===== config.mk =====
export PLATFORM = sky130hd
export DESIGN_NAME = wav_stream_to_float_samples
export DESIGN_NICKNAME = d
export VERILOG_FILES = /design/src/hdl/wsf_pkg.sv /design/src/hdl/wav_stream_to_float_samples.sv /design/src/hdl/wsf_result_queue.sv
export SDC_FILE = /design/constraint.sdc
export NUM_CORES = 1
export LEC_CHECK = 0
export BUFFER_PORTS_ARGS = -buffer_cell sky130_fd_sc_hd__buf_2
export CORE_MARGIN = 2
export CORE_UTILIZATION = 55
export CTS_CLUSTER_SIZE = 28
export DETAILED_ROUTE_END_ITERATION = 6
export PLACE_DENSITY = 0.7
export SETUP_SLACK_MARGIN = 0.15
export SLEW_MARGIN = 5
export SYNTH_ARGS = -nofsm -noshare
export SYNTH_HDL_FRONTEND = slang
export SYNTH_SLANG_ARGS = --single-unit

===== constraint.sdc =====
create_clock -name clk -period 7.26 [get_ports clk]
set_input_delay 0.363 -clock clk [delete_from_list [all_inputs] [get_ports clk]]
set_output_delay 0.363 -clock clk [all_outputs]
set_load 0.03 [all_outputs]

===== src/hdl/wsf_pkg.sv =====
// Shared types, constants and conversion functions for the WAV stream decoder.
// Depends on nothing; used by the result queue and the top level.
package wsf_pkg;

  // Channel count limit for the fmt check.
  localparam int MAX_CHANNELS = 2;
  localparam int QUEUE_DEPTH = 4;
  localparam int QUEUE_AW = $clog2(QUEUE_DEPTH);

  localparam logic [1:0] KIND_SAMPLE = 2'd0;
  localparam logic [1:0] KIND_FORMAT = 2'd1;
  localparam logic [1:0] KIND_DONE = 2'd2;
  localparam logic [1:0] KIND_ERROR = 2'd3;

  localparam logic [3:0] ERR_TOO_SMALL = 4'd0;
  localparam logic [3:0] ERR_MAGIC = 4'd1;
  localparam logic [3:0] ERR_CHUNK_SIZE = 4'd2;
  localparam logic [3:0] ERR_FMT_SHORT = 4'd3;
  localparam logic [3:0] ERR_CHANNELS = 4'd4;
  localparam logic [3:0] ERR_MISSING = 4'd5;
  localparam logic [3:0] ERR_UNSUPPORTED = 4'd6;
  localparam logic [3:0] ERR_DATA_SIZE = 4'd7;
  localparam logic [3:0] ERR_FRAMES = 4'd8;
  localparam logic [3:0] ERR_DATA_FIRST = 4'd9;

  // Tags as little-endian words: byte 0 of the file sits in bits 7:0.
  localparam logic [31:0] TAG_RIFF = 32'h4646_4952;
  localparam logic [31:0] TAG_WAVE = 32'h4556_4157;
  localparam logic [31:0] ID_FMT = 32'h2074_6D66;
  localparam logic [31:0] ID_DATA = 32'h6174_6164;

  localparam logic [15:0] FMT_PCM = 16'd1;
  localparam logic [15:0] FMT_FLOAT = 16'd3;

  localparam logic [31:0] FLOAT_PLUS_ONE = 32'h3F80_0000;
  localparam logic [31:0] FLOAT_MINUS_ONE = 32'hBF80_0000;
  localparam logic [30:0] FLOAT_INF_MAG = 31'h7F80_0000;

  typedef struct packed {
    logic [1:0] kind;
    logic [31:0] sample_bits;
    logic sample_channel;
    logic [31:0] sample_rate;
    logic [1:0] channel_count;
    logic [3:0] error_code;
    logic last;
  } result_t;

  typedef struct packed {
    logic push0;
    logic push1;
  } push_t;

  typedef struct packed {
    logic [QUEUE_AW:0] count;
    logic room;
  } queue_stat_t;

  function automatic logic [31:0] set_byte(logic [31:0] field, logic [1:0] pos, logic [7:0] b);
    logic [31:0] r;
    r = field;
    r[pos*8 +: 8] = b;
    return r;
  endfunction

  function automatic logic [7:0] tag_byte(logic [31:0] tag, logic [1:0] pos);
    return tag[pos*8 +: 8];
  endfunction

  // Exact value / 32768 for a signed 16-bit sample.
  function automatic logic [31:0] pcm16_to_float(logic [15:0] raw);
    logic sgn;
    logic [15:0] mag;
    logic [3:0] p;
    logic [38:0] sh;
    logic [31:0] r;
    sgn = raw[15];
    mag = sgn ? 16'(~raw + 16'd1) : raw;
    p = 4'd0;
    for (int i = 0; i < 16; i++) begin
      if (mag[i]) p = 4'(i);
    end
    sh = {23'd0, mag} << (5'd23 - {1'b0, p});
    if (mag == 16'd0) r = 32'd0;
    else r = {sgn, 8'(8'd112 + {4'd0, p}), sh[22:0]};
    return r;
  endfunction

  // Clamp to [-1, 1]; NaN passes unchanged.
  function automatic logic [31:0] float_clamp(logic [31:0] bits);
    logic [31:0] r;
    r = bits;
    if (bits[30:0] > FLOAT_PLUS_ONE[30:0] && bits[30:0] <= FLOAT_INF_MAG) begin
      r = bits[31] ? FLOAT_MINUS_ONE : FLOAT_PLUS_ONE;
    end
    return r;
  endfunction

endpackage


===== src/hdl/wav_stream_to_float_samples.sv =====
// Top level of the WAV stream decoder: header and chunk parser plus sample conversion.
// Depends on wsf_pkg and wsf_result_queue.
//
// Usage: the input channel (in_valid/in_ready) carries one file byte per transaction,
// with end_of_file high on the last byte. The output channel (out_valid/out_ready)
// carries results: one format result when a usable data chunk starts, one sample
// per 2 (PCM16) or 4 (Float32) data bytes, then done or an error code.
// Each byte is decoded in the cycle it is accepted, and its results (at most two)
// enter a four-entry result queue; the first reaches its head next cycle if it was empty.
// Throughput is one byte per cycle while the receiver keeps up. in_ready drops
// only when the queue cannot hold two more results, so a stalled receiver holds
// back the input once three or more results are queued.
// A byte with end_of_file returns the parser to its reset state after its results.
// Reset (rst, synchronous) empties the queue and restarts the header parse.
// Bytes after done or an error are consumed without results until end_of_file.
module wav_stream_to_float_samples (
  input  logic        clk,
  input  logic        rst,
  input  logic        in_valid,
  output logic        in_ready,
  input  logic [7:0]  in_byte,
  input  logic        end_of_file,
  output logic        out_valid,
  input  logic        out_ready,
  output logic [1:0]  kind,
  output logic [31:0] sample_bits,
  output logic        sample_channel,
  output logic [31:0] sample_rate,
  output logic [1:0]  channel_count,
  output logic [3:0]  error_code,
  output logic        last
);
  import wsf_pkg::*;

  typedef enum logic [5:0] {
    PH_HDR  = 6'b000001,
    PH_CHDR = 6'b000010,
    PH_FMT  = 6'b000100,
    PH_SKIP = 6'b001000,
    PH_DATA = 6'b010000,
    PH_HALT = 6'b100000
  } phase_t;

  phase_t phase, phase_next;
  logic [31:0] byte_in_field, byte_in_field_next;
  logic [31:0] chunk_id, chunk_id_next;
  logic [31:0] chunk_length, chunk_length_next;
  logic [15:0] format_tag, format_tag_next;
  logic [15:0] channels_seen, channels_seen_next;
  logic [31:0] rate_seen, rate_seen_next;
  logic [15:0] bits_seen, bits_seen_next;
  logic found_format, found_format_next;
  logic [31:0] sample_assembly, sample_assembly_next;
  logic frame_position, frame_position_next;
  logic pad_pending, pad_pending_next;
  logic magic_bad, magic_bad_next;

  logic accept;
  logic a_valid, b_valid;
  logic [1:0] a_kind, b_kind;
  logic [31:0] a_bits;
  logic a_chan;
  logic [3:0] b_err;
  logic [31:0] bif_inc;
  logic is_pcm, is_float;
  logic [3:0] chk_code;
  logic chk_ok;
  logic [1:0] k_pos;
  logic [31:0] len_chk;

  result_t res_a, res_b, data0, data1, head;
  push_t push;
  queue_stat_t qstat;

  assign accept = in_valid && in_ready;
  assign in_ready = qstat.room;

  // Format check against a given data length.
  always_comb begin
    is_pcm = (format_tag == FMT_PCM) && (bits_seen == 16'd16);
    is_float = (format_tag == FMT_FLOAT) && (bits_seen == 16'd32);
    chk_ok = 1'b0;
    chk_code = ERR_UNSUPPORTED;
    if (is_pcm || is_float) begin
      if (is_pcm ? len_chk[0] : (len_chk[1:0] != 2'd0)) chk_code = ERR_DATA_SIZE;
      else if (channels_seen == 16'd0) chk_code = ERR_FRAMES;
      else if (channels_seen != 16'd1 && (is_pcm ? len_chk[1] : len_chk[2]))
        chk_code = ERR_FRAMES;
      else chk_ok = 1'b1;
    end
  end

  always_comb begin
    phase_next = phase;
    byte_in_field_next = byte_in_field;
    chunk_id_next = chunk_id;
    chunk_length_next = chunk_length;
    format_tag_next = format_tag;
    channels_seen_next = channels_seen;
    rate_seen_next = rate_seen;
    bits_seen_next = bits_seen;
    found_format_next = found_format;
    sample_assembly_next = sample_assembly;
    frame_position_next = frame_position;
    pad_pending_next = pad_pending;
    magic_bad_next = magic_bad;
    a_valid = 1'b0;
    a_kind = KIND_SAMPLE;
    a_bits = 32'd0;
    a_chan = 1'b0;
    b_valid = 1'b0;
    b_kind = KIND_ERROR;
    b_err = ERR_TOO_SMALL;
    bif_inc = byte_in_field + 32'd1;
    len_chk = chunk_length;
    k_pos = byte_in_field[1:0];

    case (phase)
      PH_HDR: begin
        if (byte_in_field < 32'd4 && in_byte != tag_byte(TAG_RIFF, byte_in_field[1:0]))
          magic_bad_next = 1'b1;
        if (byte_in_field >= 32'd8 && byte_in_field < 32'd12
            && in_byte != tag_byte(TAG_WAVE, byte_in_field[1:0]))
          magic_bad_next = 1'b1;
        byte_in_field_next = bif_inc;
        if (bif_inc < 32'd12) begin
          if (end_of_file) begin
            b_valid = 1'b1;
            b_err = ERR_TOO_SMALL;
          end
        end else if (magic_bad_next) begin
          b_valid = 1'b1;
          b_err = ERR_MAGIC;
        end else begin
          phase_next = PH_CHDR;
          byte_in_field_next = 32'd0;
          chunk_id_next = 32'd0;
          chunk_length_next = 32'd0;
          pad_pending_next = 1'b0;
          if (end_of_file) begin
            b_valid = 1'b1;
            b_err = ERR_MISSING;
          end
        end
      end
      PH_CHDR: begin
        if (pad_pending) begin
          pad_pending_next = 1'b0;
          if (end_of_file) begin
            b_valid = 1'b1;
            b_err = ERR_MISSING;
          end
        end else begin
          if (byte_in_field < 32'd4) chunk_id_next = set_byte(chunk_id, k_pos, in_byte);
          else chunk_length_next = set_byte(chunk_length, k_pos, in_byte);
          len_chk = chunk_length_next;
          byte_in_field_next = bif_inc;
          if (bif_inc < 32'd8) begin
            if (end_of_file) begin
              b_valid = 1'b1;
              b_err = ERR_MISSING;
            end
          end else begin
            byte_in_field_next = 32'd0;
            if (chunk_id_next == ID_DATA) begin
              if (!found_format) begin
                b_valid = 1'b1;
                b_err = ERR_DATA_FIRST;
              end else if (end_of_file && chunk_length_next != 32'd0) begin
                b_valid = 1'b1;
                b_err = ERR_CHUNK_SIZE;
              end else begin
                phase_next = PH_DATA;
                frame_position_next = 1'b0;
                sample_assembly_next = 32'd0;
                if (chk_ok) begin
                  a_valid = 1'b1;
                  a_kind = KIND_FORMAT;
                end
                if (chunk_length_next == 32'd0) begin
                  b_valid = 1'b1;
                  b_kind = chk_ok ? KIND_DONE : KIND_ERROR;
                  b_err = chk_ok ? ERR_TOO_SMALL : chk_code;
                end
              end
            end else begin
              phase_next = (chunk_id_next == ID_FMT) ? PH_FMT : PH_SKIP;
              if (chunk_length_next == 32'd0) begin
                // An empty fmt chunk is always too short.
                if (chunk_id_next == ID_FMT) begin
                  b_valid = 1'b1;
                  b_err = ERR_FMT_SHORT;
                end else begin
                  phase_next = PH_CHDR;
                  pad_pending_next = 1'b0;
                  chunk_id_next = 32'd0;
                  chunk_length_next = 32'd0;
                  if (end_of_file) begin
                    b_valid = 1'b1;
                    b_err = ERR_MISSING;
                  end
                end
              end else if (end_of_file) begin
                b_valid = 1'b1;
                b_err = ERR_CHUNK_SIZE;
              end
            end
          end
        end
      end
      PH_FMT, PH_SKIP: begin
        if (phase == PH_FMT && byte_in_field < 32'd16) begin
          if (byte_in_field < 32'd2) format_tag_next = 16'(set_byte(32'(format_tag), k_pos, in_byte));
          else if (byte_in_field < 32'd4)
            channels_seen_next = 16'(set_byte(32'(channels_seen), 2'(k_pos - 2'd2), in_byte));
          else if (byte_in_field < 32'd8) rate_seen_next = set_byte(rate_seen, k_pos, in_byte);
          else if (byte_in_field >= 32'd14)
            bits_seen_next = 16'(set_byte(32'(bits_seen), 2'(k_pos - 2'd2), in_byte));
        end
        byte_in_field_next = bif_inc;
        if (bif_inc == chunk_length) begin
          if (phase == PH_FMT && chunk_length < 32'd16) begin
            b_valid = 1'b1;
            b_err = ERR_FMT_SHORT;
          end else if (phase == PH_FMT && (channels_seen_next < 16'd1
                       || channels_seen_next > 16'(MAX_CHANNELS))) begin
            b_valid = 1'b1;
            b_err = ERR_CHANNELS;
          end else begin
            if (phase == PH_FMT) found_format_next = 1'b1;
            pad_pending_next = chunk_length[0];
            phase_next = PH_CHDR;
            byte_in_field_next = 32'd0;
            chunk_id_next = 32'd0;
            chunk_length_next = 32'd0;
            if (end_of_file) begin
              b_valid = 1'b1;
              b_err = ERR_MISSING;
            end
          end
        end else if (end_of_file) begin
          b_valid = 1'b1;
          b_err = ERR_CHUNK_SIZE;
        end
      end
      PH_DATA: begin
        if (chk_ok) begin
          if (is_pcm) k_pos = {1'b0, byte_in_field[0]};
          sample_assembly_next = set_byte(sample_assembly, k_pos, in_byte);
          if (is_pcm ? k_pos[0] : (k_pos == 2'd3)) begin
            a_valid = 1'b1;
            a_kind = KIND_SAMPLE;
            a_chan = frame_position;
            a_bits = is_pcm ? pcm16_to_float(sample_assembly_next[15:0])
                            : float_clamp(sample_assembly_next);
            frame_position_next = (channels_seen == 16'd1) ? 1'b0 : ~frame_position;
            sample_assembly_next = 32'd0;
          end
        end
        byte_in_field_next = bif_inc;
        if (bif_inc == chunk_length) begin
          b_valid = 1'b1;
          b_kind = chk_ok ? KIND_DONE : KIND_ERROR;
          b_err = chk_ok ? ERR_TOO_SMALL : chk_code;
        end else if (end_of_file) begin
          b_valid = 1'b1;
          b_err = ERR_CHUNK_SIZE;
        end
      end
      default: ;
    endcase

    if (b_valid) phase_next = PH_HALT;
  end

  always_comb begin
    res_a.kind = a_kind;
    res_a.sample_bits = a_bits;
    res_a.sample_channel = a_chan;
    res_a.sample_rate = rate_seen_next;
    res_a.channel_count = channels_seen_next[1:0];
    res_a.error_code = ERR_TOO_SMALL;
    res_a.last = !b_valid;
    res_b.kind = b_kind;
    res_b.sample_bits = 32'd0;
    res_b.sample_channel = 1'b0;
    res_b.sample_rate = rate_seen_next;
    res_b.channel_count = channels_seen_next[1:0];
    res_b.error_code = (b_kind == KIND_ERROR) ? b_err : ERR_TOO_SMALL;
    res_b.last = 1'b1;
    data0 = a_valid ? res_a : res_b;
    data1 = res_b;
    push.push0 = accept && (a_valid || b_valid);
    push.push1 = accept && a_valid && b_valid;
  end

  always_ff @(posedge clk) begin
    if (rst || (accept && end_of_file)) begin
      phase <= PH_HDR;
      byte_in_field <= '0;
      chunk_id <= '0;
      chunk_length <= '0;
      format_tag <= '0;
      channels_seen <= '0;
      rate_seen <= '0;
      bits_seen <= '0;
      found_format <= 1'b0;
      sample_assembly <= '0;
      frame_position <= 1'b0;
      pad_pending <= 1'b0;
      magic_bad <= 1'b0;
    end else if (accept) begin
      phase <= phase_next;
      byte_in_field <= byte_in_field_next;
      chunk_id <= chunk_id_next;
      chunk_length <= chunk_length_next;
      format_tag <= format_tag_next;
      channels_seen <= channels_seen_next;
      rate_seen <= rate_seen_next;
      bits_seen <= bits_seen_next;
      found_format <= found_format_next;
      sample_assembly <= sample_assembly_next;
      frame_position <= frame_position_next;
      pad_pending <= pad_pending_next;
      magic_bad <= magic_bad_next;
    end
  end

  wsf_result_queue u_queue (
    .clk      (clk),
    .rst      (rst),
    .push     (push),
    .data0    (data0),
    .data1    (data1),
    .stat     (qstat),
    .out_valid(out_valid),
    .out_ready(out_ready),
    .head     (head)
  );

  assign kind = head.kind;
  assign sample_bits = head.sample_bits;
  assign sample_channel = head.sample_channel;
  assign sample_rate = head.sample_rate;
  assign channel_count = head.channel_count;
  assign error_code = head.error_code;
  assign last = head.last;

  a_phase_onehot: assert property (@(posedge clk) disable iff (rst) $onehot(phase))
    else $error("parser phase is not one-hot");

  a_eof_restarts: assert property (@(posedge clk) disable iff (rst)
    accept && end_of_file |=> phase == PH_HDR && byte_in_field == 32'd0)
    else $error("end of file did not restart the parser");

  a_queue_bound: assert property (@(posedge clk) disable iff (rst)
    qstat.count <= (QUEUE_AW+1)'(QUEUE_DEPTH))
    else $error("result queue overflow");

  a_halt_silent: assert property (@(posedge clk) disable iff (rst)
    accept && phase == PH_HALT |-> !push.push0)
    else $error("result produced after done or error");

endmodule


===== src/hdl/wsf_result_queue.sv =====
// Small result queue that takes up to two results per cycle and hands out one.
// Depends on wsf_pkg for the result and status types.
module wsf_result_queue (
  input  logic                 clk,
  input  logic                 rst,
  input  wsf_pkg::push_t       push,
  input  wsf_pkg::result_t     data0,
  input  wsf_pkg::result_t     data1,
  output wsf_pkg::queue_stat_t stat,
  output logic                 out_valid,
  input  logic                 out_ready,
  output wsf_pkg::result_t     head
);
  import wsf_pkg::*;

  result_t mem [QUEUE_DEPTH];
  logic [QUEUE_AW-1:0] wr_ptr;
  logic [QUEUE_AW-1:0] rd_ptr;
  logic [QUEUE_AW:0] count;
  logic pop;
  logic [1:0] n_push;

  assign out_valid = (count != '0);
  assign pop = out_valid && out_ready;
  assign n_push = {1'b0, push.push0} + {1'b0, push.push1};
  assign head = mem[rd_ptr];
  assign stat.count = count;
  // Room for the two results one byte can cause.
  assign stat.room = (count <= (QUEUE_AW+1)'(QUEUE_DEPTH - 2));

  always_ff @(posedge clk) begin
    if (push.push0) mem[wr_ptr] <= data0;
    if (push.push1) mem[QUEUE_AW'(wr_ptr + 1'b1)] <= data1;
  end

  always_ff @(posedge clk) begin
    if (rst) begin
      wr_ptr <= '0;
      rd_ptr <= '0;
      count <= '0;
    end else begin
      wr_ptr <= QUEUE_AW'(wr_ptr + QUEUE_AW'(n_push));
      if (pop) rd_ptr <= QUEUE_AW'(rd_ptr + 1'b1);
      count <= (QUEUE_AW+1)'(count + (QUEUE_AW+1)'(n_push) - (QUEUE_AW+1)'(pop));
    end
  end

endmodule

==> results.txt <==
Fin Setup TNS: 0 ns
Fill cell count: 4324
Layout cells sized above 1: 13.5%
Num CTS Buffers: 54
Largest net degree at the start of global routing: 75
Routed len/inst: 24.1 µm
Worst Clk Skew: 0.0250 ns
R2R Setup Slk: 0.76 ns
Max Freq: 154 MHz
Post-synthesis sequential area ratio: 42.8%
Synth area leaders: dfxtp_1, edfxtp_1, nor2_1
Synth top area share: 26.2%
Slew @ Worst Pin: 1.14 ns
Mapped Cells: 3057
Via/cell ratio: 6.73
Max-slew headroom: 22.1%
Site Rows: 82
Worst EP required: 7.79 ns
Number of global-route vias before repair: 23600
Synth unique cells: 114
Root Driver: clkbuf_16
Antenna violations before repair: 2
Endpoints failing setup: 0
Antenna Violating Nets Remaining: 0
Post-synthesis net count: 3097
Fin. max-slew vios: 0
Final #Nets: 3065
Setup crit start kind: flip-flop
Crit path DAT: 7.04 ns
Reg area: 12000 µm²
PD cells: 277 nW/µm²
Slowest stage delay, CP: 0.64 ns
Via count: 25200
Core area: 50300 µm²
WS Path Type: reg -> reg
Worst-Skew Late Latency: 0.63 ns
Final core utilization: 61.1%
Clock buffer depth: 3
CTS tree: built
Synth Register Bits: 523
First-pass iteration count of the detailed router: 6
PortBufs: 88
Drt first-iter violations: 2869
Total gr overflow: 0
Global-route wire length before repair: 139000 µm
Die area: 52900 µm²
CTS Sinks: 523
Max Cap Viol: 0
Largest area contributor in the netlist: dfxtp_1
RePlAce Congestion: 1.00
CTS clk-pin slew, worst paths: 0.06 ns
Post-DP HPWL: 63200 µm
CP Capture Type: flip-flop
Most frequent cells in the layout: nor2_1, dfxtp_1, nand2_1
WL final: 90300 µm
Starting density of the core: 55.9%
RSZ-0062 raised after global routing: no
Peak VDD IR: 0.194 mV
I/O pins: 89
Final worst path period share: 89.6%
Slowest stage cell, crit path: mux4_2
Most common cell after layout, fill and taps aside: nor2_1
Crit-path cells: nor4_1 > nand4_1 > buf_4 > nor3_1 > nand2_1 > nand2_1 > ha_1 > or3b_1 > a2bb2oi_2 > ha_1 > o221ai_1 > o21ai_1 > xnor2_1 > o311ai_0 > a21boi_1 > o21a_1 > mux4_2 > o2111ai_1 > o2111ai_1 > o2bb2ai_1
Leak pwr: 10.2 nW
DRC Markers: 0
Hold Fails Final Rpt: 0
Worst-path fanout max: 14
Top FF cell, synth: dfxtp_1
Mapped cell area: 28100 µm²
Hold WC Path Type: in -> reg
Yosys warns: 0
Fin crit period: 6.50 ns
Die Y-Extent: 230 µm
Synth async-reset ratio: 0%
Post-synth EDFFs: 156
Chip width: 230 µm
Outcome: completed
H-tree depth: 2
Multi-input logic area: 14900 µm²
Syn avg cell area: 9.19 µm²
Area Growth Syn to Fin: 9.36%
Global Route Usage Sum: 33.4%
## area by class of cell
| type | count | share of cell area, % |
|---|---|---|
| clock buffer | 77 | 4.99 |
| timing repair buffer | 152 | 3.00 |
| sequential | 523 | 39.2 |
| antenna | 1 | 0.00815 |
| clock inverter | 22 | 0.864 |
| multi-input combinational | 2248 | 48.6 |
| tap | 672 | 2.74 |
| inverter | 46 | 0.562 |
## synthesized netlist by cell type, types with 53 or more instances
master,instances
a211oi_1,55
a21oi_1,180
a22o_1,54
buf_2,56
clkbuf_1,155
dfxtp_1,367
edfxtp_1,156
mux4_2,76
nand2_1,273
nand3_1,56
nor2_1,468
nor3_1,110
o21ai_0,133
o2bb2ai_1,53
xnor2_1,54
## power breakdown
part	leakage (nW)	internal, mW	switching, mW	total [mW]
Sequential	4.24	3.12	0.112	3.23
Combinational	5.13	0.778	1.70	2.47
Clock	0.879	1.62	1.20	2.81
## metrics by stage
step	cells	setup slack (ns)	hold WS (ns)	total power [mW]	instance area, µm²
after detailed placement	3639	0.509	0.436	5.69	28900
after CTS	3738	0.425	0.0606	8.48	30700
after global placement	3639	0.678	0.429	5.66	28900
after floorplan	3057	1.58	0.420	4.99	28100
final	3741	0.757	0.0720	8.52	30700
after global routing	3740	0.168	0.0699	8.83	30700
## critical path, delay by kind of cell (launching register included)
family,cells,cell delay (ns)
compound gates,9,2.30
simple gates,6,1.71
fa+ha+maj,2,0.75
mux,1,0.64
xor+xnor,1,0.49
flops,1,0.31
buf+inv,1,0.18
## kinds of logic after synthesis
family | Yosys count | share of synthesized area (%)
mux | 124 | 7.83
xor+xnor | 85 | 2.70
fa+ha+maj | 27 | 1.23
flops | 523 | 42.8
buf+inv | 286 | 4.39
simple gates | 1247 | 22.0
compound gates | 765 | 19.0
## flip-flops by register name, summed over array words and instances, names as in the netlist, named ones only
signal           count
u_queue.mem        296
chunk_length        32
magic_bad            1
u_queue.wr_ptr       2
found_format         1
format_tag          16
u_queue.rd_ptr       2
sample_assembly     32
channels_seen       16
pad_pending          1
phase                6
chunk_id            32
frame_position       1
rate_seen           32
bits_seen           16
byte_in_field       32
u_queue.count        3
## layer usage
| metal | share of wire, % | vias up | track usage, % | wire length (µm) |
|---|---|---|---|---|
| li1 | - | 11300 | - | - |
| met4 | 2.8 | 0 | 9.92 | 2530 |
| met3 | 10 | 204 | 6.03 | 9010 |
| met1 | 43 | 12400 | 48.5 | 38600 |
| met2 | 44 | 1333 | 51.0 | 40200 |
| met5 | 0 | - | 0 | 0 |
## worst paths after layout
kind / cells after the start / endpoint / start
worst min-delay path: 2 / u_queue.count[1]$_SDFF_PP0_ / rst
worst min register to register: 2 / u_queue.mem[1][50]$_SDFFE_PP0P_ / u_queue.mem[1][50]$_SDFFE_PP0P_
worst max-delay path: 20 / u_queue.mem[0][60]$_SDFFE_PP0P_ / bits_seen[7]$_SDFFE_PP0P_
worst max register to register: 20 / u_queue.mem[0][60]$_SDFFE_PP0P_ / bits_seen[7]$_SDFFE_PP0P_
## what timing repair did
action,in CTS,in global routing
endpoints found under the setup margin,0,35
resized for setup,0,8
buffers inserted,0,2
hold buffers,0,0
No activity file was read; power rests on OpenSTA's default activity.
